[config.mk]
export PLATFORM = sky130hd
export DESIGN_NAME = vfr_parse
export DESIGN_NICKNAME = d
export VERILOG_FILES = /design/src/rtl/vfr_pkg.sv /design/src/rtl/vfr_parse.sv
export SDC_FILE = /design/constraint.sdc
export NUM_CORES = 1
export LEC_CHECK = 0
export BUFFER_PORTS_ARGS = -buffer_cell sky130_fd_sc_hd__buf_2
export CAP_MARGIN = 20
export CORE_MARGIN = 3
export CORE_UTILIZATION = 53
export CTS_CLUSTER_SIZE = 16
export DETAILED_ROUTE_END_ITERATION = 7
export MAX_ROUTING_LAYER = met4
export PLACE_DENSITY = 0.79
export SYNTH_ARGS = -nofsm -noshare
export SYNTH_HDL_FRONTEND = slang
export SYNTH_SLANG_ARGS = --single-unit
[constraint.sdc]
create_clock -name clk -period 2.79 [get_ports clk]
set_clock_uncertainty 0.05 [all_clocks]
set_input_delay 0.279 -clock clk [delete_from_list [all_inputs] [get_ports clk]]
set_output_delay 0.279 -clock clk [all_outputs]
set_load 0.01 [all_outputs]
[src/rtl/vfr_pkg.sv]
package vfr_pkg;

  // Frame geometry: eleven bytes, checksum in byte 9, tail in byte 10.
  localparam int unsigned BYTE_W  = 8;
  localparam int unsigned WORD_W  = 16;
  localparam int unsigned COUNT_W = 4;

  localparam logic [COUNT_W-1:0] FRAME_LEN = 4'd11;
  localparam logic [COUNT_W-1:0] CHECK_POS = 4'd9;
  localparam logic [COUNT_W-1:0] TAIL_POS  = 4'd10;
  localparam int unsigned        CHECK_IDX = 9;

  // Byte positions of the payload fields within a frame.
  localparam int unsigned POS_FLAG   = 1;
  localparam int unsigned POS_STATUS = 2;
  localparam int unsigned POS_VX_HI  = 3;
  localparam int unsigned POS_VX_LO  = 4;
  localparam int unsigned POS_VY_HI  = 5;
  localparam int unsigned POS_VY_LO  = 6;
  localparam int unsigned POS_WZ_HI  = 7;
  localparam int unsigned POS_WZ_LO  = 8;

  // Configuration register indexes and reset values.
  localparam int unsigned CFG_IDX_W = 1;
  localparam logic [CFG_IDX_W-1:0] CFG_HEADER_IDX = 1'd0;
  localparam logic [CFG_IDX_W-1:0] CFG_TAIL_IDX   = 1'd1;
  localparam logic [BYTE_W-1:0]    HEADER_RESET   = 8'h7B;
  localparam logic [BYTE_W-1:0]    TAIL_RESET     = 8'h7D;

  // One decoded frame.
  typedef struct packed {
    logic        [BYTE_W-1:0] flag_byte;
    logic        [BYTE_W-1:0] status_byte;
    logic signed [WORD_W-1:0] speed_x;
    logic signed [WORD_W-1:0] speed_y;
    logic signed [WORD_W-1:0] turn_rate;
  } vfr_result_t;

endpackage

[src/rtl/vfr_parse.sv]
module vfr_parse
  import vfr_pkg::*;
(
  input  logic              clk,
  input  logic              rst_n,
  input  logic              byte_accept,
  input  logic [BYTE_W-1:0] rx_byte,
  input  logic [BYTE_W-1:0] header_byte,
  input  logic [BYTE_W-1:0] tail_byte,
  output logic              res_valid,
  output vfr_result_t       res
);

  logic [COUNT_W-1:0] count_r;
  logic [COUNT_W-1:0] count_nxt;
  logic [BYTE_W-1:0]  xor_r;
  logic [BYTE_W-1:0]  xor_nxt;
  logic [BYTE_W-1:0]  frame_r [CHECK_IDX:1];
  logic [COUNT_W-1:0] pos;

  // A count outside the frame is treated as the start of a new one.
  assign pos = (count_r >= FRAME_LEN) ? '0 : count_r;

  // Byte counter and running checksum.
  always_comb begin
    count_nxt = count_r;
    xor_nxt   = xor_r;
    if (byte_accept) begin
      if (pos == '0) begin
        if (rx_byte == header_byte) begin
          count_nxt = 4'd1;
          xor_nxt   = rx_byte;
        end else begin
          count_nxt = '0;
        end
      end else if (pos == TAIL_POS) begin
        count_nxt = '0;
      end else begin
        count_nxt = pos + 4'd1;
        if (pos < CHECK_POS) begin
          xor_nxt = xor_r ^ rx_byte;
        end
      end
    end
  end

  always_ff @(posedge clk) begin
    if (!rst_n) begin
      count_r <= '0;
      xor_r   <= '0;
    end else begin
      count_r <= count_nxt;
      xor_r   <= xor_nxt;
    end
  end

  // Frame bytes 1 to 9 are kept; the header and tail are only compared.
  always_ff @(posedge clk) begin
    for (int i = 1; i <= CHECK_IDX; i++) begin
      if (byte_accept && pos == COUNT_W'(i)) begin
        frame_r[i] <= rx_byte;
      end
    end
  end

  // The tail byte completes the frame; it passes if tail and checksum agree.
  assign res_valid = byte_accept && (pos == TAIL_POS) && (rx_byte == tail_byte) &&
                     (xor_r == frame_r[CHECK_IDX]);

  assign res.flag_byte   = frame_r[POS_FLAG];
  assign res.status_byte = frame_r[POS_STATUS];
  assign res.speed_x     = {frame_r[POS_VX_HI], frame_r[POS_VX_LO]};
  assign res.speed_y     = {frame_r[POS_VY_HI], frame_r[POS_VY_LO]};
  assign res.turn_rate   = {frame_r[POS_WZ_HI], frame_r[POS_WZ_LO]};

endmodule

# == Yosys cells after proc, flatten, opt, wreduce, memory -nomap -nowiden ==
# Memories as Yosys holds them, arrays and structs flattened.
# Index checks and enable logic that the tools add are counted.
# totals
elab_cells,95
in_bits,27
output_inout_bits,65
ff_bits,12
ram_bits,72
mem_count,1
# op_classes
add_sub_neg,1
order_cmp,2
bitwise,1
n_eq_ne,15
n_reduce_logical,23
mux,50
# mem_list
name,words,width,read_ports,rd_clocked_by_memory_dff,wr,line_no,source
frame_r,9,8,9,0,1,vfr_parse.sv:18,logic [BYTE_W-1:0] frame_r [CHECK_IDX:1];
# op_table
op,count
$mux 8,12
$reduce_or 8->1,8
$mux 4,11
$mux 1,27
$eq 8x8->1,3
$eq 4x3->1 const B,4
$eq 4x4->1 const B,3
$logic_and 1x1->1,12
$eq 4x2->1 const B,2
$xor 8x8->8,1
$add 4x1->4 const B,1
$eq 4x1->1 const B,1
$ge 4x4->1 const B,1
$logic_not 4->1,1
$lt 4x4->1 const B,1
$reduce_and 4->1,1
$ne 2x1->1 const B,1
$ne 2x2->1 const B,1
$reduce_bool 2->1,1

# == Longest topological paths before layout ==
# depth
ltp_word,15
ltp_mapped,8
depth_no_buf,7

# == Least setup slack after synthesis ==
# Ideal clock, no wire load.
# synth_timing
kind,register -> register
from,register count_r[0]
to,"register, netlist name frame_r[0][10]"
path_buffers,1
setup_ps,395
slack_ps,703
arrival_ps,1642
t_required_ps,2345
period_less_slack_ps,2087
path_stages_with_launch,4
cell_sequence,dfxtp_1 > clkbuf_1 > inv_1 > nor4_1
# synth_rtl
element,line_no,source
start: declaration,vfr_parse.sv:14,logic [COUNT_W-1:0] count_r;
start signal: assignment,vfr_parse.sv:52,count_r <= count_nxt;

# == Worst setup path after layout ==
# layout_timing
from,register count_r[1]
to,output res_valid
# layout_between
elab_chain_cells,6
# layout_rtl
element,line_no,source
$ge 4x4->1,vfr_parse.sv:22,assign pos = (count_r >= FRAME_LEN) ? '0 : count_r;
$mux 4 (*),vfr_parse.sv:22,
$eq 4x4->1 (*),vfr_parse.sv:67,assign res_valid = byte_accept && (pos == TAIL_POS) && (rx_byte == tail_byte) &&
$logic_and 1x1->1 (*) (3 in a row),vfr_parse.sv:67,
end: declaration,vfr_parse.sv:10,"output logic res_valid,"
# Mark *: on every way between the ends. The rest lies on a longest branch, timed or not.

==> impl_metrics.toml <==
[clocking]
insertion_delay_ns = 0.35
post-cts-setup-buffers = 0
cts_buffers = 9
cts_tree = "done"
cts_buffer_depth = 2
clock-sinks = 84
cts.reportedPaths.clkPinSlew_ns = 0.08
htree_num_levels = 3
cts_resized = 0
clockRootBuffer = "clkbuf_8"
hold_buffers = 0

[sta]
slew_viol_final = 0
max_slew_margin = 0.488
hold_violations = 0
setup_tns_ns = 0
rsz0062_at_grt = "false"
setup_viol = 0
min_period_ns = 2.56
max_freq_mhz = 390
finalHoldWorstSlack_ns = 0.204
tightestPinTransition_ns = 0.765
fin_crit_sh = 0.919

[outcome]
outcome = "completed"

[synth]
avgSynthCellArea_sq_um = 13.4
synth_cell_types = 37
ys_ff_latch = 84
syn_area_sq_um = 3830
syn-num-nets = 313
yosys-top-cells-area = "edfxtp_1 56%, buf_4 13%, dfxtp_1 6.3%"
syn_inst = 285
synth_edf_count = 72
synthArstFlopShare = 0
ys_warn_count = 0
ys.flop_type = "edfxtp_1"
synth_top_cell_by_area = "edfxtp_1"
yosysSeqAreaShare = 0.628
synth_top_area_frac = 0.565

[cells_and_area]
layoutNonFillerInstCount = 422
drive_gt1_frac = 0.393
final_cell_mix = "91 x buf_2, 72 x edfxtp_1, 22 x xnor2_1"
n_antenna_cell = 0
final_util = 0.597
layout_commonest_cell = "buf_2"
syn2layout_area_growth_pct = 7.75
post-route-cell-area_sq_um = 4120
nets = 349

[die]
core_region_area_sq_um = 6910
ios = 92
die-area_sq_um = 8280
die_y_microns = 91.0
die_w_microns = 91.0
rows = 30
start_util = 0.554

[placement]
numPortBuffers = 91
place_inst = 406
dpl_cell_area_sq_um = 3940
dpl.hpwl_mm = 5.19
globalplace.congestion = 0.892

[power]
ir_drop_uv = 264
p_leak_nw = 1.51
powerDensity_nw_per_um2 = 607

[critical_path]
path_cells = "inv_1 > or3_1 > nor4_1 > nand4_1 > nor4_1 > buf_2"
cp.required_ns = 2.46
crit_type = "reg2out"
crit_path_frequent_cell = "nor4_1"
critPathMaxStageDelay_ns = 0.58
crit_path_start_kind = "flop"
crit_family = "simple AND/OR/NAND/NOR gates"
endpoint_kind = "output port"
path_buf_inv = 2
cpMaxStageDelayCell = "dfxtp_1"
cp_max_fo = 13
cp.arrival_ns = 2.23

[global_route]
grt.overflow.total = 0
grt_pass1_wl_mm = 11.9
grt_util_all_layers = 0.194
grt_max_degree = 21
grt_pass1_vias = 2295
grt_antenna_before_repair = 0

[drt]
drt_iter0_drc = 226
firstDrtPassIters = 4
wl_per_cell_microns = 17.9
drt.antenna.violating_nets = 0
drc = 0
vias = 2268
wirelength_mm = 7.53
via_per_inst = 5.37

[flow_run]
cap_violations = 0

[worst_hold_path]
min-delay-path-class = "in2reg"
==> power by group <==
group / switching, mW / leakage, nW / internal (mW)
logic: 0.153 / 0.674 / 0.113
clock network: 0.435 / 0.0892 / 0.377
registers: 0.0323 / 0.747 / 1.39
==> kinds of logic after synthesis <==
family                     share of synthesized area
xor gates and xnor gates                      0.0572
buffers and inverters                          0.142
and+or+nand+nor                               0.0680
adders and majority gates                    0.00327
DFF                                            0.628
AOI/OAI and AO/OA                              0.102
==> cells in the mapped netlist, types with 3 or more instances <==
master	number
o21ai_0	4
nor2_1	10
a32o_1	8
nand4_1	4
clkbuf_1	6
and2_1	3
o2111ai_1	8
nand2_1	15
nor2b_1	3
buf_4	64
xor2_1	3
dfxtp_1	12
nor4_1	3
or3_1	3
a31o_2	8
a21oi_1	11
xnor2_1	22
buf_2	4
edfxtp_1	72
==> state kept, by name, summed over array words and instances (netlist names) <==
name and cells:
xor_r 8, frame_r 72, count_r 4
==> through the flow <==
stage	worst slack [ns]	power, mW
floorplan	0.703	1.63
global placement	0.570	1.71
detailed placement	0.453	1.72
CTS	0.239	2.51
global route	0.0149	2.59
finish	0.226	2.50
==> per-layer routing <==
layer | track usage | wire [microns] | up-vias
met5 | - | 0 | -
met4 | 0.0779 | 110 | 0
met3 | 0.0406 | 494 | 10
met2 | 0.326 | 3900 | 84
met1 | 0.228 | 3030 | 1115
li1 | - | - | 1059
==> worst reg2reg max path, delay by kind of cell, from the launching register on <==
family	cells	cell delay (ns)
flip-flops	1	0.58
AND/OR/NAND/NOR	1	0.08
AO/OA/AOI/OAI	3	1.12
XOR/XNOR	1	0.17
==> cell type report <==
cell class | instances | area, sq um
multi-input cells | 124 | 883
repair buffers | 100 | 523
fillers | 579 | 2780
clock inverters | 4 | 32.5
flip-flops and latches | 84 | 2400
well taps | 96 | 120
inverters | 2 | 7.51
clock buffers | 12 | 155
==> worst paths after layout <==
check             startpoint             end  slack, ns  cells after the start
setup / recovery  count_r[1]       res_valid       0.23                      6
hold / removal    rx_byte[0]  frame_r[0][16]       0.20                      1
setup reg to reg  count_r[1]        xor_r[7]       0.69                      5
hold reg to reg     xor_r[3]        xor_r[3]       0.54                      1
(Power assumes the default switching activity.)
